--- src/sv/gvm_pkg.sv ---
// gvm_pkg: shared widths, constants and controller/datapath interface types
// for the greedy vertex matching block. No dependencies.

package gvm_pkg;

  // field widths
  localparam int unsigned ID_W  = 10;
  localparam int unsigned WT_W  = 16;
  localparam int unsigned SUM_W = 17;
  localparam int unsigned CNT_W = 11;

  // default node count (depth of the matched map)
  localparam int unsigned NODE_COUNT_DEF = 1024;

  // coarse counter saturation value and weight limit after reset
  localparam logic [CNT_W-1:0] CNT_MAX    = 11'h7FF;
  localparam logic [SUM_W-1:0] MAXW_RESET = 17'h1FFFF;

  // commands from controller to datapath
  typedef struct packed {
    logic latch;   // edge beat accepted: capture fields
    logic clear;   // clear beat accepted: reset counter and run state
    logic sweep;   // clearing pass, one map entry per cycle
    logic eval;    // map read data valid: evaluate the beat
    logic write2;  // mark the partner entry
  } ctl_cmd_t;

  // status from datapath to controller
  typedef struct packed {
    logic sweep_done;   // last map entry is being cleared
    logic need_write2;  // beat closes an unmatched node's run
  } ctl_sts_t;

endpackage

--- src/sv/gvm_mod.sv ---
// gvm_mod: reduces a node id modulo the map depth, two registered stages for
// depths below the id range, one register otherwise. Uses gvm_pkg.

module gvm_mod #(
  parameter int unsigned NODE_COUNT = gvm_pkg::NODE_COUNT_DEF
) (
  input  logic                          clk,
  input  logic [gvm_pkg::ID_W-1:0]      id_i,
  output logic [$clog2(NODE_COUNT)-1:0] idx_o
);

  localparam int unsigned AW = $clog2(NODE_COUNT);

  logic [AW-1:0] idx_r;

  generate
    if (NODE_COUNT >= (1 << gvm_pkg::ID_W)) begin : g_direct
      // every id is already a valid index
      always_ff @(posedge clk) begin
        idx_r <= AW'(id_i);
      end
    end else begin : g_reduce
      // quotient by reciprocal, exact for 10-bit ids and depths up to 1024
      localparam int unsigned SH    = 2 * gvm_pkg::ID_W;
      localparam int unsigned RECIP = ((1 << SH) + NODE_COUNT - 1) / NODE_COUNT;
      localparam int unsigned PW    = SH + gvm_pkg::ID_W;

      logic [gvm_pkg::ID_W-1:0] q_r;
      logic [PW-1:0]            qprod;
      logic [SH-1:0]            back;
      logic [SH-1:0]            rem;

      assign qprod = PW'(id_i) * PW'(RECIP);

      // stage 2: remainder = id - q * depth
      assign back = SH'(q_r) * SH'(NODE_COUNT);
      assign rem  = SH'(id_i) - back;

      always_ff @(posedge clk) begin
        q_r   <= qprod[PW-1:SH];
        idx_r <= rem[AW-1:0];
      end
    end
  endgenerate

  assign idx_o = idx_r;

endmodule

--- src/sv/gvm_ctrl.sv ---
// gvm_ctrl: sequencing state machine for the greedy vertex matching block.
// Uses gvm_pkg command/status types; drives the datapath in gvm_dp.

module gvm_ctrl (
  input  logic              clk,
  input  logic              rst_n,
  input  logic              start,
  input  logic              in_action,
  input  gvm_pkg::ctl_sts_t sts_i,
  output gvm_pkg::ctl_cmd_t cmd_o,
  output logic              busy
);

  typedef enum logic [2:0] {
    ST_SWEEP,
    ST_IDLE,
    ST_QUOT,
    ST_INDEX,
    ST_READ,
    ST_EVAL,
    ST_WRITE2
  } state_t;

  state_t state_r, state_nxt;
  logic   busy_r, busy_nxt;
  logic   accept;

  assign accept = start && !busy_r;

  // next state
  always_comb begin
    state_nxt = state_r;
    case (state_r)
      ST_SWEEP:  if (sts_i.sweep_done) state_nxt = ST_IDLE;
      ST_IDLE: begin
        if (accept) state_nxt = in_action ? ST_SWEEP : ST_QUOT;
      end
      ST_QUOT:   state_nxt = ST_INDEX;
      ST_INDEX:  state_nxt = ST_READ;
      ST_READ:   state_nxt = ST_EVAL;
      ST_EVAL:   state_nxt = sts_i.need_write2 ? ST_WRITE2 : ST_IDLE;
      ST_WRITE2: state_nxt = ST_IDLE;
      default:   state_nxt = ST_IDLE;
    endcase
    busy_nxt = (state_nxt != ST_IDLE);
  end

  // state and registered busy
  always_ff @(posedge clk) begin
    if (!rst_n) begin
      state_r <= ST_SWEEP;
      busy_r  <= 1'b1;
    end else begin
      state_r <= state_nxt;
      busy_r  <= busy_nxt;
    end
  end

  // commands
  always_comb begin
    cmd_o        = '0;
    cmd_o.latch  = accept && !in_action;
    cmd_o.clear  = accept && in_action;
    cmd_o.sweep  = (state_r == ST_SWEEP);
    cmd_o.eval   = (state_r == ST_EVAL);
    cmd_o.write2 = (state_r == ST_WRITE2);
  end

  assign busy = busy_r;

endmodule

--- src/sv/gvm_dp.sv ---
// gvm_dp: datapath of the greedy vertex matching block: field capture, id
// reduction, matched map memory, run state and coarse counter.
// Uses gvm_pkg and gvm_mod.

module gvm_dp #(
  parameter int unsigned NODE_COUNT = gvm_pkg::NODE_COUNT_DEF
) (
  input  logic                        clk,
  input  logic                        rst_n,
  input  gvm_pkg::ctl_cmd_t           cmd_i,
  output gvm_pkg::ctl_sts_t           sts_o,
  input  logic                        cfg_we,
  input  logic [gvm_pkg::SUM_W-1:0]   cfg_wdata,
  input  logic [gvm_pkg::ID_W-1:0]    in_node_id,
  input  logic [gvm_pkg::WT_W-1:0]    in_node_weight,
  input  logic                        in_has_neighbor,
  input  logic [gvm_pkg::ID_W-1:0]    in_neighbor_id,
  input  logic [gvm_pkg::WT_W-1:0]    in_neighbor_weight,
  input  logic                        in_last_of_node,
  output logic                        out_valid,
  output logic [gvm_pkg::ID_W-1:0]    out_coarse_node,
  output logic [gvm_pkg::ID_W-1:0]    out_partner,
  output logic [gvm_pkg::ID_W-1:0]    out_coarse_index,
  output logic                        out_paired
);

  localparam int unsigned AW = $clog2(NODE_COUNT);
  localparam int unsigned IW = gvm_pkg::ID_W;

  // captured beat
  logic [IW-1:0]                node_r, nb_r;
  logic [gvm_pkg::WT_W-1:0]     nw_r, nbw_r;
  logic                         has_nb_r, last_r;

  // config
  logic [gvm_pkg::SUM_W-1:0]    max_weight_r;

  // run state and counter
  logic                         node_skipped_r, node_skipped_nxt;
  logic                         partner_found_r, partner_found_nxt;
  logic [IW-1:0]                chosen_partner_r, chosen_partner_nxt;
  logic                         mid_node_r, mid_node_nxt;
  logic [gvm_pkg::CNT_W-1:0]    coarse_count_r, coarse_count_nxt;
  logic [AW-1:0]                chosen_idx_r;
  logic [AW-1:0]                part_idx_r;
  logic [AW-1:0]                sweep_addr_r, sweep_addr_nxt;

  // map
  logic                         map_mem [NODE_COUNT];
  logic                         rd_node_r, rd_nb_r;
  logic [AW-1:0]                idx_node, idx_nb;
  logic                         map_we;
  logic [AW-1:0]                map_waddr;
  logic                         map_wdata;

  // evaluation
  logic                         skip_now, pf_prev, take, pf_now, emit;
  logic [IW-1:0]                cp_prev, cp_now;
  logic [AW-1:0]                cidx_now;
  logic [gvm_pkg::SUM_W-1:0]    wsum;
  logic                         sweep_done;

  // output registers
  logic                         out_valid_r;
  logic [IW-1:0]                out_coarse_node_r, out_partner_r, out_coarse_index_r;
  logic                         out_paired_r;

  // id reduction for both map addresses
  gvm_mod #(.NODE_COUNT(NODE_COUNT)) u_mod_node (
    .clk   (clk),
    .id_i  (node_r),
    .idx_o (idx_node)
  );

  gvm_mod #(.NODE_COUNT(NODE_COUNT)) u_mod_nb (
    .clk   (clk),
    .id_i  (nb_r),
    .idx_o (idx_nb)
  );

  // beat capture
  always_ff @(posedge clk) begin
    if (cmd_i.latch) begin
      node_r   <= in_node_id;
      nw_r     <= in_node_weight;
      has_nb_r <= in_has_neighbor;
      nb_r     <= in_neighbor_id;
      nbw_r    <= in_neighbor_weight;
      last_r   <= in_last_of_node;
    end
  end

  // matched map: one write port, two registered read ports
  always_ff @(posedge clk) begin
    if (map_we) begin
      map_mem[map_waddr] <= map_wdata;
    end
    rd_node_r <= map_mem[idx_node];
    rd_nb_r   <= map_mem[idx_nb];
  end

  // candidate test on the current beat
  always_comb begin
    skip_now = mid_node_r ? node_skipped_r : rd_node_r;
    pf_prev  = mid_node_r && partner_found_r;
    cp_prev  = mid_node_r ? chosen_partner_r : '0;
    wsum     = {1'b0, nw_r} + {1'b0, nbw_r};
    take     = !skip_now && !pf_prev && has_nb_r && (nb_r != node_r) &&
               !rd_nb_r && (wsum <= max_weight_r);
    pf_now   = pf_prev || take;
    cp_now   = take ? nb_r : cp_prev;
    cidx_now = take ? idx_nb : chosen_idx_r;
    emit     = cmd_i.eval && last_r && !skip_now;
  end

  assign sweep_done = (sweep_addr_r == AW'(NODE_COUNT - 1));

  // map write select
  always_comb begin
    map_we    = 1'b0;
    map_waddr = sweep_addr_r;
    map_wdata = 1'b0;
    if (cmd_i.sweep) begin
      map_we = 1'b1;
    end else if (emit) begin
      map_we    = 1'b1;
      map_waddr = idx_node;
      map_wdata = 1'b1;
    end else if (cmd_i.write2) begin
      map_we    = 1'b1;
      map_waddr = part_idx_r;
      map_wdata = 1'b1;
    end
  end

  // run state and counter next values
  always_comb begin
    node_skipped_nxt   = node_skipped_r;
    partner_found_nxt  = partner_found_r;
    chosen_partner_nxt = chosen_partner_r;
    mid_node_nxt       = mid_node_r;
    coarse_count_nxt   = coarse_count_r;
    sweep_addr_nxt     = sweep_addr_r;
    if (cmd_i.clear) begin
      node_skipped_nxt   = 1'b0;
      partner_found_nxt  = 1'b0;
      chosen_partner_nxt = '0;
      mid_node_nxt       = 1'b0;
      coarse_count_nxt   = '0;
    end else if (cmd_i.eval) begin
      if (last_r) begin
        node_skipped_nxt   = 1'b0;
        partner_found_nxt  = 1'b0;
        chosen_partner_nxt = '0;
        mid_node_nxt       = 1'b0;
        if (!skip_now && (coarse_count_r != gvm_pkg::CNT_MAX)) begin
          coarse_count_nxt = coarse_count_r + 1'b1;
        end
      end else begin
        node_skipped_nxt   = skip_now;
        partner_found_nxt  = pf_now;
        chosen_partner_nxt = cp_now;
        mid_node_nxt       = 1'b1;
      end
    end
    if (cmd_i.sweep) begin
      sweep_addr_nxt = sweep_done ? '0 : sweep_addr_r + 1'b1;
    end
  end

  // control registers
  always_ff @(posedge clk) begin
    if (!rst_n) begin
      node_skipped_r   <= 1'b0;
      partner_found_r  <= 1'b0;
      chosen_partner_r <= '0;
      mid_node_r       <= 1'b0;
      coarse_count_r   <= '0;
      sweep_addr_r     <= '0;
      max_weight_r     <= gvm_pkg::MAXW_RESET;
      out_valid_r      <= 1'b0;
    end else begin
      node_skipped_r   <= node_skipped_nxt;
      partner_found_r  <= partner_found_nxt;
      chosen_partner_r <= chosen_partner_nxt;
      mid_node_r       <= mid_node_nxt;
      coarse_count_r   <= coarse_count_nxt;
      sweep_addr_r     <= sweep_addr_nxt;
      out_valid_r      <= emit;
      if (cfg_we) begin
        max_weight_r <= cfg_wdata;
      end
    end
  end

  // payload registers: partner index and result beat
  always_ff @(posedge clk) begin
    if (cmd_i.eval) begin
      chosen_idx_r <= cidx_now;
      part_idx_r   <= pf_now ? cidx_now : idx_node;
    end
    if (emit) begin
      out_coarse_node_r  <= node_r;
      out_partner_r      <= pf_now ? cp_now : node_r;
      out_coarse_index_r <= coarse_count_r[IW-1:0];
      out_paired_r       <= pf_now;
    end
  end

  always_comb begin
    sts_o             = '0;
    sts_o.sweep_done  = sweep_done;
    sts_o.need_write2 = last_r && !skip_now;
  end

  assign out_valid        = out_valid_r;
  assign out_coarse_node  = out_coarse_node_r;
  assign out_partner      = out_partner_r;
  assign out_coarse_index = out_coarse_index_r;
  assign out_paired       = out_paired_r;

`ifndef SYNTHESIS
  // result strobe lasts a single cycle
  a_strobe_single: assert property (@(posedge clk) disable iff (!rst_n)
    out_valid_r |=> !out_valid_r)
    else $error("result strobe held longer than one cycle");

  // partner write only follows a delivered result
  a_write2_after_result: assert property (@(posedge clk) disable iff (!rst_n)
    cmd_i.write2 |-> out_valid_r)
    else $error("partner write without a result beat");

  // an unpaired result names the node itself as its partner
  a_unpaired_self: assert property (@(posedge clk) disable iff (!rst_n)
    (out_valid_r && !out_paired_r) |-> (out_partner_r == out_coarse_node_r))
    else $error("unpaired result with a distinct partner");

  // clear beat resets counter and open run
  a_clear_resets: assert property (@(posedge clk) disable iff (!rst_n)
    cmd_i.clear |=> (coarse_count_r == '0) && !mid_node_r)
    else $error("clear did not reset counter or run state");
`endif

endmodule

--- src/sv/greedy_vertex_matching.sv ---
// greedy_vertex_matching: top level of the greedy matching block for graph
// coarsening. Uses gvm_pkg, gvm_ctrl and gvm_dp (which holds gvm_mod).
//
//   channel | handshake            | payload
//   --------+----------------------+----------------------------------------
//   in      | start & !busy        | in_action, in_node_id, in_node_weight,
//           |                      | in_has_neighbor, in_neighbor_id,
//           |                      | in_neighbor_weight, in_last_of_node
//   out     | out_valid, 1 cycle   | out_coarse_node, out_partner,
//           |                      | out_coarse_index, out_paired
//   cfg     | cfg_we               | cfg_wdata (max_weight)
//
// An edge beat steps through ST_QUOT and ST_INDEX (id reduction, two registered
// stages for depths below the id range, one otherwise), ST_READ (registered map
// read) and ST_EVAL (evaluation); when it closes the run of an unmatched node,
// ST_WRITE2 adds a second map write for the partner on the single write port.
// A clear beat and reset both sweep the map one entry a cycle with busy high.
// The receiver cannot stall; each result is shown for exactly one cycle.

module greedy_vertex_matching #(
  parameter int unsigned NODE_COUNT = gvm_pkg::NODE_COUNT_DEF
) (
  input  logic                        clk,
  input  logic                        rst_n,
  input  logic                        start,
  output logic                        busy,
  input  logic                        in_action,
  input  logic [gvm_pkg::ID_W-1:0]    in_node_id,
  input  logic [gvm_pkg::WT_W-1:0]    in_node_weight,
  input  logic                        in_has_neighbor,
  input  logic [gvm_pkg::ID_W-1:0]    in_neighbor_id,
  input  logic [gvm_pkg::WT_W-1:0]    in_neighbor_weight,
  input  logic                        in_last_of_node,
  output logic                        out_valid,
  output logic [gvm_pkg::ID_W-1:0]    out_coarse_node,
  output logic [gvm_pkg::ID_W-1:0]    out_partner,
  output logic [gvm_pkg::ID_W-1:0]    out_coarse_index,
  output logic                        out_paired,
  input  logic                        cfg_we,
  input  logic [gvm_pkg::SUM_W-1:0]   cfg_wdata
);

  gvm_pkg::ctl_cmd_t cmd;
  gvm_pkg::ctl_sts_t sts;

  // sequencing
  gvm_ctrl u_ctrl (
    .clk       (clk),
    .rst_n     (rst_n),
    .start     (start),
    .in_action (in_action),
    .sts_i     (sts),
    .cmd_o     (cmd),
    .busy      (busy)
  );

  // map, run state and result registers
  gvm_dp #(.NODE_COUNT(NODE_COUNT)) u_dp (
    .clk                (clk),
    .rst_n              (rst_n),
    .cmd_i              (cmd),
    .sts_o              (sts),
    .cfg_we             (cfg_we),
    .cfg_wdata          (cfg_wdata),
    .in_node_id         (in_node_id),
    .in_node_weight     (in_node_weight),
    .in_has_neighbor    (in_has_neighbor),
    .in_neighbor_id     (in_neighbor_id),
    .in_neighbor_weight (in_neighbor_weight),
    .in_last_of_node    (in_last_of_node),
    .out_valid          (out_valid),
    .out_coarse_node    (out_coarse_node),
    .out_partner        (out_partner),
    .out_coarse_index   (out_coarse_index),
    .out_paired         (out_paired)
  );

endmodule
--- config.mk ---
export PLATFORM = sky130hd
export DESIGN_NAME = greedy_vertex_matching
export DESIGN_NICKNAME = d
export VERILOG_FILES = /design/src/sv/gvm_pkg.sv /design/src/sv/gvm_mod.sv /design/src/sv/gvm_ctrl.sv /design/src/sv/gvm_dp.sv /design/src/sv/greedy_vertex_matching.sv
export SDC_FILE = /design/constraint.sdc
export NUM_CORES = 2
export LEC_CHECK = 0
export BUFFER_PORTS_ARGS = -buffer_cell sky130_fd_sc_hd__buf_2
export CELL_PAD_IN_SITES_DETAIL_PLACEMENT = 1
export CELL_PAD_IN_SITES_GLOBAL_PLACEMENT = 2
export CORE_ASPECT_RATIO = 1.75
export CORE_MARGIN = 4
export CORE_UTILIZATION = 46
export DETAILED_ROUTE_END_ITERATION = 8
export GPL_TIMING_DRIVEN = 0
export MAX_ROUTING_LAYER = met4
export PLACE_DENSITY_LB_ADDON = 0.1
export RECOVER_POWER = 50
export SKIP_CTS_REPAIR_TIMING = 1
export SLEW_MARGIN = 5
export SYNTH_ARGS = -nofsm -noshare
export SYNTH_HDL_FRONTEND = slang
export SYNTH_SLANG_ARGS = --single-unit
--- constraint.sdc ---
create_clock -name clk -period 23.1 [get_ports clk]
set_input_delay 1.155 -clock clk [delete_from_list [all_inputs] [get_ports clk]]
set_output_delay 1.155 -clock clk [all_outputs]
set_load 0.03 [all_outputs]
==> run summary <==
Die Span Y: 486 um
Power per cell area: 66.2 nW/um^2
Remaining DRCs: 0
Mapped Avg Cell Area: 14.2 sq um
Synth async-reset ratio: 0
RSZ-0062 raised after global routing: no
Top FF cell, synth: edfxtp_1
Die area: 137000 sq um
Post-Route WL: 304 mm
Root Buffer: clkbuf_16
Worst-path clk slew: 60 ps
FF+latch count, synth: 1207
Netlist Area Pre-Place: 60000 sq um
Buf/Inv on CP: 6
CTS sink cnt: 1207
Pre-CTS WS: 17150 ps
Max VDD drop: 0.0591 mV
Synth Instances: 4231
Vias: 44511
Slew at the pin with the worst max-slew slack: 4170 ps
Yosys top cell by area: edfxtp_1
Run status: complete, but fails checks
Vias in the first global route: 44388
Detail Route Antenna Nets: 0
NetSw: 0.955 mW
Crit Path Category: flop to flop
Die Wd: 281 um
Crit. End Element: flop
First-pass GRT wire length: 395 mm
Area share of the largest cell type after synthesis: 0.565
Clock power share: 0.456
Syn nets: 4343
CP delay by family, top: buffers and inverters
Leakage: 17.9 nW
Cell count after placement: 6039
Half-perimeter wire length after placement: 212 mm
Routability cong.: 1.10
Max clock buf depth: 3
Initial DRC count: 7179
Final setup viols: 0
H-tree depth: 3
Layout area overhead: 11.3%
Skew-Pair Late Insertion Delay: 800 ps
Fin cells: 6273
Share of layout cells above drive strength 1: 0.228
DR WL/cell: 48.5 um
Fin crit share: 0.571
CTS Buf Count: 116
PortBufs: 107
Crit path cell chain: nand3b_1 > inv_1 > nand4_1 > clkbuf_1 > nand2_1 > clkbuf_1 > clkbuf_1 > clkbuf_1 > clkbuf_1
Critical Path Max Stage Delay: 2620 ps
Synth top area cells: edfxtp_1, mux4_2, nor2_1, dfxtp_1, clkbuf_1
Crit path DAT: 13350 ps
Slack of the critical path: 9900 ps
Synth warnings: 0
Pwr Total: 4.42 mW
GR Overflow Total: 0
Max Transition Viols Final: 1036
Reg power frac: 0.533
Pre-antenna DRT Iters: 5
Synth unique cells: 66
CP max stage cell: clkbuf_1
EDFF count, synth: 1129
CP most frequent cell: clkbuf_1
Vias/cell: 7.10
Cell Int Power: 3.47 mW
Endpoints failing hold: 0
Maxcap violations: 18
Comb pwr share: 0.011
CP max FO: 82
IO Pins: 109
Sw frac: 0.216
Post-layout min period: 13200 ps
Setup_tns: 0 ps
Fmax: 75.8 MHz
Initial Util: 0.462
CP Launch Type: flop
Initial antenna violation count: 17
Failing checks: capacitance limit, slew limit
Largest net degree at the start of global routing: 105
Sequential area share after synthesis: 0.591
Row cnt: 175
Layout Nets: 4588
Layout fillers: 12783
GRT Total Usage: 0.457
Core Box Area: 130000 sq um
Worst min path class: flop to flop
CTS tree: yes
Worst slew margin: -1.78
Worst EP required: 23250 ps
Clock Skew: 49.7 ps
## cells in the mapped netlist, drive strengths merged (4+ instances only)
| cell type | number |
|---|---|
| xor2 | 10 |
| nor2 | 1132 |
| nand3 | 47 |
| nand3b | 5 |
| a22oi | 83 |
| dfxtp | 78 |
| buf | 194 |
| a21oi | 68 |
| a22o | 25 |
| xnor2 | 27 |
| mux2 | 14 |
| or2 | 4 |
| nor4 | 6 |
| and2 | 13 |
| o21ai | 56 |
| clkbuf | 204 |
| ha | 35 |
| edfxtp | 1129 |
| mux4 | 535 |
| nor2b | 24 |
| nor3 | 28 |
| nand2 | 196 |
| o22ai | 32 |
| o211ai | 24 |
| and3 | 7 |
| a221oi | 25 |
| mux2i | 76 |
| o21a | 12 |
| nor4b | 4 |
| or4 | 4 |
| or3 | 9 |
| a211oi | 17 |
| nand2b | 17 |
| a21o | 4 |
| a31oi | 12 |
| nand4 | 23 |
| inv | 26 |
## sequential cells by signal, summed over array words and instances, names as in the netlist, 11 cells and up
register             flops
u_dp.map_mem          1024
u_dp.nbw_r              16
u_dp.nw_r               16
u_dp.max_weight_r       17
u_dp.coarse_count_r     11
## logic make-up (layout without fill, tap and decap cells)
group	Yosys count	count (layout)	synth area share
and+or+nand+nor	1523	1523	0.103
DFF	1207	1207	0.591
muxes	625	625	0.216
buffers and inverters	424	768	0.0344
AOI/OAI and AO/OA	379	379	0.0430
xor gates and xnor gates	37	37	0.00540
adders and majority gates	36	36	0.00763
other	0	17	0
## per-layer routing
layer	up-vias	routed length, um	global-route usage
met5	-	0	-
met3	1181	32600	0.105
li1	16680	-	-
met1	23240	93400	0.489
met2	3410	139000	0.689
met4	0	39400	0.441
## layout by cell type (no fill, tap or decap), types with 19 or more instances in the layout
cell type and count:
nor2b_1 24, nand4_1 23, ha_1 35, buf_6 27, nand2_1 196, clkbuf_2 38
inv_1 25, clkbuf_1 237, nor2_1 1124, a221oi_1 24, a22oi_1 83, a21oi_1 68
clkinv_2 19, nor3_1 26, dfxtp_1 78, clkinv_1 22, o211ai_1 24, mux2i_1 76
clkbuf_16 121, a22o_1 25, nand3_1 47, buf_2 194, edfxtp_1 1129, xnor2_1 27
o21ai_0 45, o22ai_1 32, buf_4 32, mux4_2 535
## final timing paths
path | start | to | slack [ps] | cells past startpoint
max | u_ctrl.state_r[2] | u_dp.map_mem[523] | 9900 | 9
min | u_dp.coarse_count_r[10] | u_dp.coarse_count_r[10] | 470 | 2
max reg2reg | u_ctrl.state_r[2] | u_dp.map_mem[523] | 9900 | 9
min reg2reg | u_dp.coarse_count_r[10] | u_dp.coarse_count_r[10] | 470 | 2
## per-stage QoR
stage          utilization  hold WS [ps]  instance area [sq um]
6_report             0.515           470                  66800
5_1_grt              0.515           489                  66800
4_1_cts              0.517           474                  67100
3_5_place_dp         0.487           439                  63200
3_3_place_gp         0.483           443                  62700
2_1_floorplan            -           406                  60000
## area by class of cell
cell class | instances | area [sq um] | share of cell area
flip-flops and latches | 1207 | 35500 | 0.531
diodes | 17 | 42.5 | 0.000637
multi-input cells | 2600 | 22500 | 0.337
clock inverters | 68 | 668 | 0.0100
clock buffers | 149 | 3200 | 0.0479
inverters | 26 | 97.6 | 0.00146
well taps | 1681 | 2100 | 0.0315
plain buffers | 398 | 2030 | 0.0303
repair buffers | 127 | 704 | 0.0105
## worst min-delay path: cells and delay by family, from the launching register on
kind	cells	cell delay, ps
simple gates	1	70
flops	1	330
compound gates	1	40
## power groups by stage
stage | clock network, mW | registers [mW] | logic (mW)
after floorplan | 0 | 2.41 | 0.0209
after global placement | 0 | 2.41 | 0.0484
after detailed placement | 0 | 2.41 | 0.0486
after CTS | 2.01 | 2.36 | 0.0492
after global routing | 2.09 | 2.36 | 0.0513
final | 2.02 | 2.36 | 0.0492
Power figures use the tool's default switching activity.
